==> src/rtl/rsa_pkg.sv <==
// Shared types, codes and defaults of the ring staging allocator.
package rsa_pkg;

    localparam int DEF_OFFSET_WIDTH = 32;
    localparam int DEF_QUEUE_DEPTH  = 16;
    localparam logic [31:0] CAPACITY_RESET = 32'd65536;

    typedef enum logic [1:0] {
        MODE_ALLOC   = 2'd0,
        MODE_IMAGE   = 2'd1,
        MODE_RETIRE  = 2'd2,
        MODE_COLLECT = 2'd3
    } mode_t;

    localparam logic [2:0] ST_OK        = 3'd0;
    localparam logic [2:0] ST_IGNORED   = 3'd1;
    localparam logic [2:0] ST_NO_SPACE  = 3'd2;
    localparam logic [2:0] ST_RESTARTED = 3'd3;
    localparam logic [2:0] ST_Q_FULL    = 3'd4;

    typedef enum logic [2:0] {
        S_IDLE, S_DIV, S_PLACE, S_RETIRE, S_CRD, S_CCHK, S_CEND, S_DONE
    } state_t;

    typedef struct packed {
        logic load;
        logic div_step;
        logic place;
        logic retire;
        logic q_rd;
        logic pop;
        logic coll_end;
        logic out_load;
    } cmd_t;

    typedef struct packed {
        mode_t mode;
        logic  q_empty;
        logic  pop_ok;
        logic  out_free;
    } sts_t;

endpackage

==> src/rtl/rsa_ctrl.sv <==
// Controller state machine of the ring staging allocator.
module rsa_ctrl import rsa_pkg::*; #(
    parameter int OFFSET_WIDTH = DEF_OFFSET_WIDTH
) (
    input  logic aclk,
    input  logic aresetn,
    input  logic in_accept,
    input  sts_t sts,
    output cmd_t cmd,
    output logic idle
);

    localparam int NW = $clog2(OFFSET_WIDTH + 1);

    state_t state_reg, state_next;
    logic [NW-1:0] cnt_reg, cnt_next;

    // Hold state and step counter
    always_ff @(posedge aclk) begin
        if (!aresetn) begin
            state_reg <= S_IDLE;
            cnt_reg   <= '0;
        end else begin
            state_reg <= state_next;
            cnt_reg   <= cnt_next;
        end
    end

    // Sequence one transaction through its steps
    always_comb begin
        state_next = state_reg;
        cnt_next   = cnt_reg;
        cmd        = '0;
        idle       = 1'b0;
        unique case (state_reg)
            S_IDLE: begin
                idle = 1'b1;
                if (in_accept) begin
                    cmd.load = 1'b1;
                    unique case (sts.mode)
                        MODE_ALLOC, MODE_IMAGE: begin
                            state_next = S_DIV;
                            cnt_next   = NW'(OFFSET_WIDTH);
                        end
                        MODE_RETIRE:  state_next = S_RETIRE;
                        MODE_COLLECT: state_next = S_CRD;
                        default:      state_next = S_IDLE;
                    endcase
                end
            end
            S_DIV: begin
                cmd.div_step = 1'b1;
                cnt_next     = cnt_reg - 1'b1;
                if (cnt_reg == NW'(1)) state_next = S_PLACE;
            end
            S_PLACE: begin
                cmd.place  = 1'b1;
                state_next = S_DONE;
            end
            S_RETIRE: begin
                cmd.retire = 1'b1;
                state_next = S_DONE;
            end
            S_CRD: begin
                if (sts.q_empty) begin
                    state_next = S_CEND;
                end else begin
                    cmd.q_rd   = 1'b1;
                    state_next = S_CCHK;
                end
            end
            S_CCHK: begin
                if (sts.pop_ok) begin
                    cmd.pop    = 1'b1;
                    state_next = S_CRD;
                end else begin
                    state_next = S_CEND;
                end
            end
            S_CEND: begin
                cmd.coll_end = 1'b1;
                state_next   = S_DONE;
            end
            S_DONE: begin
                if (sts.out_free) begin
                    cmd.out_load = 1'b1;
                    state_next   = S_IDLE;
                end
            end
            default: state_next = S_IDLE;
        endcase
    end

endmodule

==> src/rtl/rsa_datapath.sv <==
// Datapath of the ring staging allocator: ring state, remainder unit, span queue.
module rsa_datapath import rsa_pkg::*; #(
    parameter int OFFSET_WIDTH = DEF_OFFSET_WIDTH,
    parameter int QUEUE_DEPTH  = DEF_QUEUE_DEPTH
) (
    input  logic         aclk,
    input  logic         aresetn,
    input  logic         cfg_wr_en,
    input  logic [31:0]  cfg_wr_data,
    input  logic [1:0]   in_mode,
    input  logic [223:0] in_data,
    input  cmd_t         cmd,
    output sts_t         sts,
    input  logic         m_tready,
    output logic         m_tvalid,
    output logic [71:0]  m_tdata,
    output logic [0:0]   m_tuser
);

    localparam int OW = OFFSET_WIDTH;
    localparam int EW = OFFSET_WIDTH + 34;
    localparam int PW = $clog2(QUEUE_DEPTH);
    localparam int CW = $clog2(QUEUE_DEPTH + 1);

    logic [31:0]   cap_reg;
    logic [OW-1:0] head_reg, tail_reg, pbeg_reg, pend_reg;
    logic          pv_reg;
    logic [PW-1:0] rptr_reg, wptr_reg;
    logic [CW-1:0] cnt_reg;
    logic [31:0]   size_reg, align_reg;
    logic [63:0]   fence_reg;
    logic [32:0]   rem_reg;
    logic [OW-1:0] dvd_reg;
    logic [OW-1:0] qend_mem [QUEUE_DEPTH];
    logic [63:0]   qfence_mem [QUEUE_DEPTH];
    logic [OW-1:0] rd_end_reg;
    logic [63:0]   rd_fence_reg;
    logic          res_granted_reg;
    logic [31:0]   res_offset_reg, res_size_reg;
    logic [2:0]    res_status_reg;
    logic [4:0]    res_freed_reg;
    logic          m_valid_reg;
    logic [71:0]   m_data_reg;
    logic          m_user_reg;

    // Unpack input fields
    logic [31:0] in_size, in_align, in_texel, in_pitch, in_palign;
    logic [63:0] in_fence;
    assign in_size   = in_data[31:0];
    assign in_align  = in_data[63:32];
    assign in_texel  = in_data[95:64];
    assign in_pitch  = in_data[127:96];
    assign in_palign = in_data[159:128];
    assign in_fence  = in_data[223:160];

    // Pick the effective alignment, never zero
    logic [31:0] a_base, a_pitch, a_eff;
    always_comb begin
        a_base  = (in_align > 32'd1) ? in_align : 32'd1;
        a_pitch = (in_pitch != 32'd0 && in_palign > a_base) ? in_palign : a_base;
        if (in_mode == MODE_IMAGE) begin
            a_eff = (in_texel > a_pitch) ? in_texel : a_pitch;
        end else begin
            a_eff = a_base;
        end
    end

    // Limit capacity to the offset range
    logic [EW-1:0] cap_lim, cap_ext, cap_eff;
    assign cap_lim = (EW'(1) << OW) - EW'(1);
    assign cap_ext = EW'(cap_reg);
    assign cap_eff = (cap_ext < cap_lim) ? cap_ext : cap_lim;

    // One restoring remainder step
    logic [32:0] rem_sh, rem_step;
    assign rem_sh   = {rem_reg[31:0], dvd_reg[OW-1]};
    assign rem_step = (rem_sh >= {1'b0, align_reg}) ? rem_sh - {1'b0, align_reg} : rem_sh;

    // Place the range at the aligned tail or at zero
    logic [EW-1:0] tail_e, head_e, size_e, begin_al, end_al, begin_g, end_g;
    logic          full, size_fits, ok1, ok2;
    always_comb begin
        tail_e    = EW'(tail_reg);
        head_e    = EW'(head_reg);
        size_e    = EW'(size_reg);
        begin_al  = (rem_reg == 33'd0) ? tail_e
                  : tail_e + EW'(align_reg) - EW'(rem_reg);
        end_al    = begin_al + size_e;
        full      = (head_reg == tail_reg) && (pv_reg || cnt_reg != '0);
        size_fits = (size_e <= cap_eff) && !full;
        if (head_reg > tail_reg) begin
            ok1 = size_fits && end_al <= head_e && end_al <= cap_eff;
        end else begin
            ok1 = size_fits && end_al <= cap_eff;
        end
        ok2     = !ok1 && size_fits && (head_reg <= tail_reg) && size_e <= head_e;
        begin_g = ok1 ? begin_al : '0;
        end_g   = begin_g + size_e;
    end

    // Advance queue pointers
    logic [PW-1:0] rptr_inc, wptr_inc;
    assign rptr_inc = (rptr_reg == PW'(QUEUE_DEPTH - 1)) ? '0 : rptr_reg + 1'b1;
    assign wptr_inc = (wptr_reg == PW'(QUEUE_DEPTH - 1)) ? '0 : wptr_reg + 1'b1;

    // Update ring and control state
    always_ff @(posedge aclk) begin
        if (!aresetn) begin
            cap_reg  <= CAPACITY_RESET;
            head_reg <= '0;
            tail_reg <= '0;
            pbeg_reg <= '0;
            pend_reg <= '0;
            pv_reg   <= 1'b0;
            rptr_reg <= '0;
            wptr_reg <= '0;
            cnt_reg  <= '0;
        end else begin
            if (cfg_wr_en) cap_reg <= cfg_wr_data;
            if (cmd.place && size_reg != 32'd0 && (ok1 || ok2)) begin
                tail_reg <= end_g[OW-1:0];
                if (!pv_reg || begin_g < EW'(pbeg_reg)) begin
                    pbeg_reg <= begin_g[OW-1:0];
                    pend_reg <= end_g[OW-1:0];
                    pv_reg   <= 1'b1;
                end else if (end_g > EW'(pend_reg)) begin
                    pend_reg <= end_g[OW-1:0];
                end
            end
            if (cmd.retire && fence_reg != 64'd0 && pv_reg
                    && cnt_reg != CW'(QUEUE_DEPTH)) begin
                wptr_reg <= wptr_inc;
                cnt_reg  <= cnt_reg + 1'b1;
                pv_reg   <= 1'b0;
                pbeg_reg <= '0;
                pend_reg <= '0;
            end
            if (cmd.pop) begin
                head_reg <= (EW'(rd_end_reg) >= cap_eff) ? '0 : rd_end_reg;
                rptr_reg <= rptr_inc;
                cnt_reg  <= cnt_reg - 1'b1;
            end
            if (cmd.coll_end && cnt_reg == '0 && !pv_reg) head_reg <= tail_reg;
        end
    end

    // Capture the transaction and run the remainder unit
    always_ff @(posedge aclk) begin
        if (cmd.load) begin
            size_reg  <= in_size;
            align_reg <= a_eff;
            fence_reg <= in_fence;
            rem_reg   <= '0;
            dvd_reg   <= tail_reg;
        end else if (cmd.div_step) begin
            rem_reg <= rem_step;
            dvd_reg <= {dvd_reg[OW-2:0], 1'b0};
        end
    end

    // Write and read the span queue
    always_ff @(posedge aclk) begin
        if (cmd.retire && fence_reg != 64'd0 && pv_reg && cnt_reg != CW'(QUEUE_DEPTH)) begin
            qend_mem[wptr_reg]   <= pend_reg;
            qfence_mem[wptr_reg] <= fence_reg;
        end
        if (cmd.q_rd) begin
            rd_end_reg   <= qend_mem[rptr_reg];
            rd_fence_reg <= qfence_mem[rptr_reg];
        end
    end

    // Build the result fields
    always_ff @(posedge aclk) begin
        if (cmd.load) begin
            res_granted_reg <= 1'b0;
            res_offset_reg  <= '0;
            res_size_reg    <= '0;
            res_status_reg  <= ST_OK;
            res_freed_reg   <= '0;
        end
        if (cmd.place) begin
            if (size_reg == 32'd0) begin
                res_status_reg <= ST_IGNORED;
            end else if (!(ok1 || ok2)) begin
                res_status_reg <= ST_NO_SPACE;
            end else begin
                res_granted_reg <= 1'b1;
                res_offset_reg  <= begin_g[31:0];
                res_size_reg    <= size_reg;
                res_status_reg  <= (pv_reg && begin_g < EW'(pbeg_reg)) ? ST_RESTARTED : ST_OK;
            end
        end
        if (cmd.retire) begin
            if (fence_reg == 64'd0 || !pv_reg) begin
                res_status_reg <= ST_IGNORED;
            end else if (cnt_reg == CW'(QUEUE_DEPTH)) begin
                res_status_reg <= ST_Q_FULL;
            end
        end
        if (cmd.pop && res_freed_reg != 5'd31) res_freed_reg <= res_freed_reg + 1'b1;
    end

    // Hold the result transaction until taken
    always_ff @(posedge aclk) begin
        if (!aresetn) begin
            m_valid_reg <= 1'b0;
        end else if (cmd.out_load) begin
            m_valid_reg <= 1'b1;
        end else if (m_tready) begin
            m_valid_reg <= 1'b0;
        end
    end

    always_ff @(posedge aclk) begin
        if (cmd.out_load) begin
            m_data_reg <= {res_freed_reg, res_status_reg, res_size_reg, res_offset_reg};
            m_user_reg <= res_granted_reg;
        end
    end

    assign m_tvalid = m_valid_reg;
    assign m_tdata  = m_data_reg;
    assign m_tuser  = m_user_reg;

    // Report status to the controller; the mode is only looked at on acceptance
    always_comb begin
        sts.mode     = mode_t'(in_mode);
        sts.q_empty  = (cnt_reg == '0);
        sts.pop_ok   = (rd_fence_reg <= fence_reg);
        sts.out_free = !m_valid_reg || m_tready;
    end

endmodule

==> src/rtl/ring_staging_allocator.sv <==
// Top level of the ring staging allocator.
// Ring buffer allocator: each input transaction (allocate, image allocate, retire or
// collect) yields exactly one result transaction. An allocation first runs the
// bit-serial remainder unit that aligns the tail and then places the range; a retire
// queues the open span; a collect reads the span queue and compares the fence of each
// span in turn, releasing spans until the queue is empty or it stops at a span whose
// fence has not yet completed. One transaction is in work at a time; the next is taken
// while the previous result still waits on the output register, and a finished result
// waits in its last step for as long as that register stays full. No transaction is
// taken during reset.
module ring_staging_allocator import rsa_pkg::*; #(
    parameter int OFFSET_WIDTH = DEF_OFFSET_WIDTH,
    parameter int QUEUE_DEPTH  = DEF_QUEUE_DEPTH
) (
    input  logic         aclk,
    input  logic         aresetn,
    input  logic         cfg_wr_en,
    input  logic [31:0]  cfg_wr_data,     // capacity_bytes
    input  logic         s_tvalid,
    output logic         s_tready,
    // size_bytes, alignment, texel_block_bytes, row_pitch_bytes,
    // row_pitch_alignment, fence_value
    input  logic [223:0] s_tdata,
    input  logic [1:0]   s_tuser,         // mode
    output logic         m_tvalid,
    input  logic         m_tready,
    output logic [71:0]  m_tdata,         // offset, granted_size, status, freed_spans
    output logic [0:0]   m_tuser          // granted
);

    cmd_t cmd;
    sts_t sts;
    logic idle;

    assign s_tready = idle && aresetn;

    rsa_ctrl #(
        .OFFSET_WIDTH(OFFSET_WIDTH)
    ) u_ctrl (
        .aclk      (aclk),
        .aresetn   (aresetn),
        .in_accept (s_tvalid && s_tready),
        .sts       (sts),
        .cmd       (cmd),
        .idle      (idle)
    );

    rsa_datapath #(
        .OFFSET_WIDTH(OFFSET_WIDTH),
        .QUEUE_DEPTH (QUEUE_DEPTH)
    ) u_dp (
        .aclk        (aclk),
        .aresetn     (aresetn),
        .cfg_wr_en   (cfg_wr_en),
        .cfg_wr_data (cfg_wr_data),
        .in_mode     (s_tuser),
        .in_data     (s_tdata),
        .cmd         (cmd),
        .sts         (sts),
        .m_tready    (m_tready),
        .m_tvalid    (m_tvalid),
        .m_tdata     (m_tdata),
        .m_tuser     (m_tuser)
    );

endmodule
==> config.mk <==
export PLATFORM = sky130hd
export DESIGN_NAME = ring_staging_allocator
export DESIGN_NICKNAME = d
export VERILOG_FILES = /design/src/rtl/rsa_pkg.sv /design/src/rtl/rsa_ctrl.sv /design/src/rtl/rsa_datapath.sv /design/src/rtl/ring_staging_allocator.sv
export SDC_FILE = /design/constraint.sdc
export NUM_CORES = 2
export LEC_CHECK = 0
export CAP_MARGIN = 10
export CORE_UTILIZATION = 64
export CTS_BUF_LIST = sky130_fd_sc_hd__clkbuf_16
export DETAILED_ROUTE_END_ITERATION = 10
export DONT_BUFFER_PORTS = 1
export GPL_TIMING_DRIVEN = 0
export PLACE_DENSITY = 0.8
export SKIP_LAST_GASP = 1
export SYNTH_ARGS = -nofsm -noshare
export SYNTH_HDL_FRONTEND = slang
export SYNTH_SLANG_ARGS = --single-unit
==> constraint.sdc <==
create_clock -name aclk -period 15.2 [get_ports aclk]
set_input_delay 1.52 -clock aclk [delete_from_list [all_inputs] [get_ports aclk]]
set_output_delay 1.52 -clock aclk [all_outputs]
set_load 0.005 [all_outputs]
==> flow_summary_export.csv <==
group,metric,value,unit
clock_tree,htreeDepth,4,
die,num_io_pins,338,
placement,numPortBuffers,0,
run,cap_violations,2,
grt,grt_max_degree,85,
grt,grtUsageTotal,0.398,
die,start_util,0.648,
status,violations,"max-capacitance violations, max-slew violations",
status,outcome,"finished with violations",
route,first_pass_iters,6,
power,powerDensity,149,nW/um^2
logic_synthesis,syn_inst,6382,
timing,setup_violations,0,
finish,layout_commonest_cell,"edfxtp_1",
setup_path,critPathCaptureType,"flip-flop",
logic_synthesis,synth_enable_flop_cells,1870,
finish,final_cell_mix,"edfxtp_1 (1,870), ha_1 (552), mux4_2 (480), inv_1 (424), a21oi_1 (282)",
finish,largest_reg_flops,1024,
route,vias_per_cell,7.12,
finish,fin_cells,8940,
die,core_area,151000,sq um
route,ant_nets,0,
setup_path,arrival,15540,ps
placement,post-dp-hpwl,196,mm
route,drt_iter0_drc,8737,
finish,largest-register,"u_dp.qfence_mem",
finish,nNetsFinal,7566,
grt,antenna_found_initial,15,
timing,skew,95.7,ps
logic_synthesis,syn_avg_cell_area,15.3,sq um
power,ir_worst_vdd,125,uV
grt,gr-total-overflow,0,
finish,layout-drive-gt1-share,0.157,
clock_tree,cts.reportedPaths.clkPinSlew,70,ps
timing,worst_slew_pin_slew,1560,ps
clock_tree,cts_tree,"yes",
timing,fin_crit_sh,0.976,
setup_path,ff2ff_setup_slack,360,ps
finish,syn2layout_area_growth,12.6,%
logic_synthesis,netlist_area,97600,sq um
setup_path,critical_path_class,"flip-flop to flip-flop",
power,p_leak,38.4,nW
finish,postLayoutCoreUtil,0.729,
setup_path,critPathMaxFanout,10,
logic_synthesis,synth-seq-cells,2155,
finish,final_area,110000,sq um
logic_synthesis,synthDistinctLibCells,82,
placement,gp_congestion,1.04,
clock_tree,hold_buffers,0,
clock_tree,clk_latency,890,ps
logic_synthesis,postSynth.asyncResetShare,0,
route,wl_per_cell,35.2,um
setup_path,worstPathRequired,15910,ps
timing,fin_crit,14840,ps
die,num_rows,142,
die,fp.dieH,393,um
timing,whs,430,ps
timing,drv_slew,12,
route,vias,63700,
finish,nFillCells,8950,
timing,hold_violations,0,
setup_path,cpPeakStageDelay,590,ps
placement,place_inst,8522,
power,total_power,16.4,mW
clock_tree,numCtsBuffers,202,
worst_hold_path,hp-class,"flip-flop to flip-flop",
logic_synthesis,ys_warn_count,0,
placement,place_ws,-2030,ps
placement,place_area,102000,sq um
grt,first_global_vias,62600,
setup_path,path_delay_family,"compound AO/OA/AOI/OAI gates",
clock_tree,cts_num_sinks,2155,
logic_synthesis,syn-num-nets,7208,
setup_path,crit_buf_inv,7,
grt,grt_pass1_wl,433,mm
timing,fin_ws,365,ps
logic_synthesis,synth_flop_cell,"edfxtp_1",
logic_synthesis,synth_seq_area_share,0.634,
clock_tree,root_buffer,"clkbuf_16",
timing,setup_tns,0,ps
die,dieArea,154000,sq um
die,die_x,393,um
timing,fmax,67.4,MHz
setup_path,critPathLaunchType,"flip-flop",
route,wl,314,mm
clock_tree,clock_path_buffers,3,
timing,max-slew-margin-rel,-0.0391,
route,drc,0,
setup_path,crit_slowest_cell,"o21ai_1",
-- cell usage after synthesis, drive strengths merged, types with 19 or more instances --
| master | number | share of area |
|---|---|---|
| o221ai | 40 | 0.0036 |
| mux4 | 480 | 0.11 |
| nor2b | 137 | 0.0088 |
| edfxtp | 1870 | 0.58 |
| nor4 | 61 | 0.0039 |
| ha | 556 | 0.071 |
| o211ai | 25 | 0.0021 |
| inv | 397 | 0.015 |
| a21o | 156 | 0.012 |
| nand4 | 107 | 0.0069 |
| a211oi | 30 | 0.0025 |
| nor3 | 48 | 0.0025 |
| nor2 | 277 | 0.011 |
| and2 | 22 | 0.0014 |
| a31oi | 19 | 0.0012 |
| a21oi | 298 | 0.015 |
| nand2b | 49 | 0.0031 |
| dfxtp | 285 | 0.058 |
| o21ai | 240 | 0.012 |
| clkbuf | 168 | 0.0065 |
| xor2 | 48 | 0.0043 |
| buf | 71 | 0.0033 |
| nand2 | 278 | 0.011 |
| o22ai | 20 | 0.0013 |
| nand3 | 191 | 0.0098 |
| o21bai | 27 | 0.0021 |
| mux2i | 134 | 0.014 |
| xnor2 | 101 | 0.0091 |
| o21a | 54 | 0.0042 |
| a22o | 32 | 0.0029 |
-- what timing repair did --
action / 4_1_cts / 5_1_grt
pin swaps: 3 / 20
gates resized for setup: 63 / 62
setup buffers: 3 / 14
endpoints found under the setup margin: 32 / 32
-- routing by layer --
layer  vias up  wire (um)  global-route usage
li1      25700          -                   -
met1     31500     105000               0.483
met2      5310     152000               0.657
met3      1228      33100              0.0787
met4        18      24300               0.255
met5         -        132                   0
-- cells by family (layout without fill, tap and decap cells) --
kind of cell,count (synthesis),after routing,synth area share
AO/OA/AOI/OAI,1042,1042,0.0688
XOR/XNOR,149,149,0.0134
adder cells (fa/ha/maj),563,563,0.0727
buffers and inverters,637,1169,0.0251
flip-flops,2155,2155,0.634
multiplexers,616,616,0.125
other,0,10,0
AND/OR/NAND/NOR,1220,1220,0.0615
-- path summary, 6_finish.rpt --
path                                  start                              to  depth (start not counted)
min reg2reg  u_dp.res_status_reg[2]$_DFF_P_      u_dp.m_tdata[66]$_DFFE_PP_                          0
max           u_dp.tail_reg[0]$_SDFFE_PN0P_  u_dp.pend_reg[27]$_SDFFE_PP0P_                         67
min          u_dp.res_status_reg[2]$_DFF_P_      u_dp.m_tdata[66]$_DFFE_PP_                          0
max reg2reg   u_dp.tail_reg[0]$_SDFFE_PN0P_  u_dp.pend_reg[27]$_SDFFE_PP0P_                         67
-- worst register-to-register path, delay by kind of cell, from the launching register on --
kind,cells,cell delay (ps)
adders and majority gates,7,2260
xor gates and xnor gates,4,660
DFF,1,540
and+or+nand+nor,10,1610
AOI/OAI and AO/OA,38,7980
muxes,1,370
buffers and inverters,7,1270
-- power breakdown --
part	switching, mW	internal [mW]	total [mW]
logic	2.52	1.64	4.15
clock network	2.42	2.91	5.32
registers	0.242	6.64	6.88
total	5.18	11.2	16.4
-- cell type report --
type                       instances  area, sq um  area share
clock inverter                   176         1820      0.0166
inverter                         398         1500      0.0137
antenna                           10         25.0    0.000228
tap                             2016         2520      0.0230
clock buffer                     202         5050      0.0460
timing repair buffer             155         2270      0.0206
multi-input combinational       3590        33900       0.308
sequential                      2155        61900       0.563
buffer                           238          967     0.00880
(Power assumes the default switching activity.)
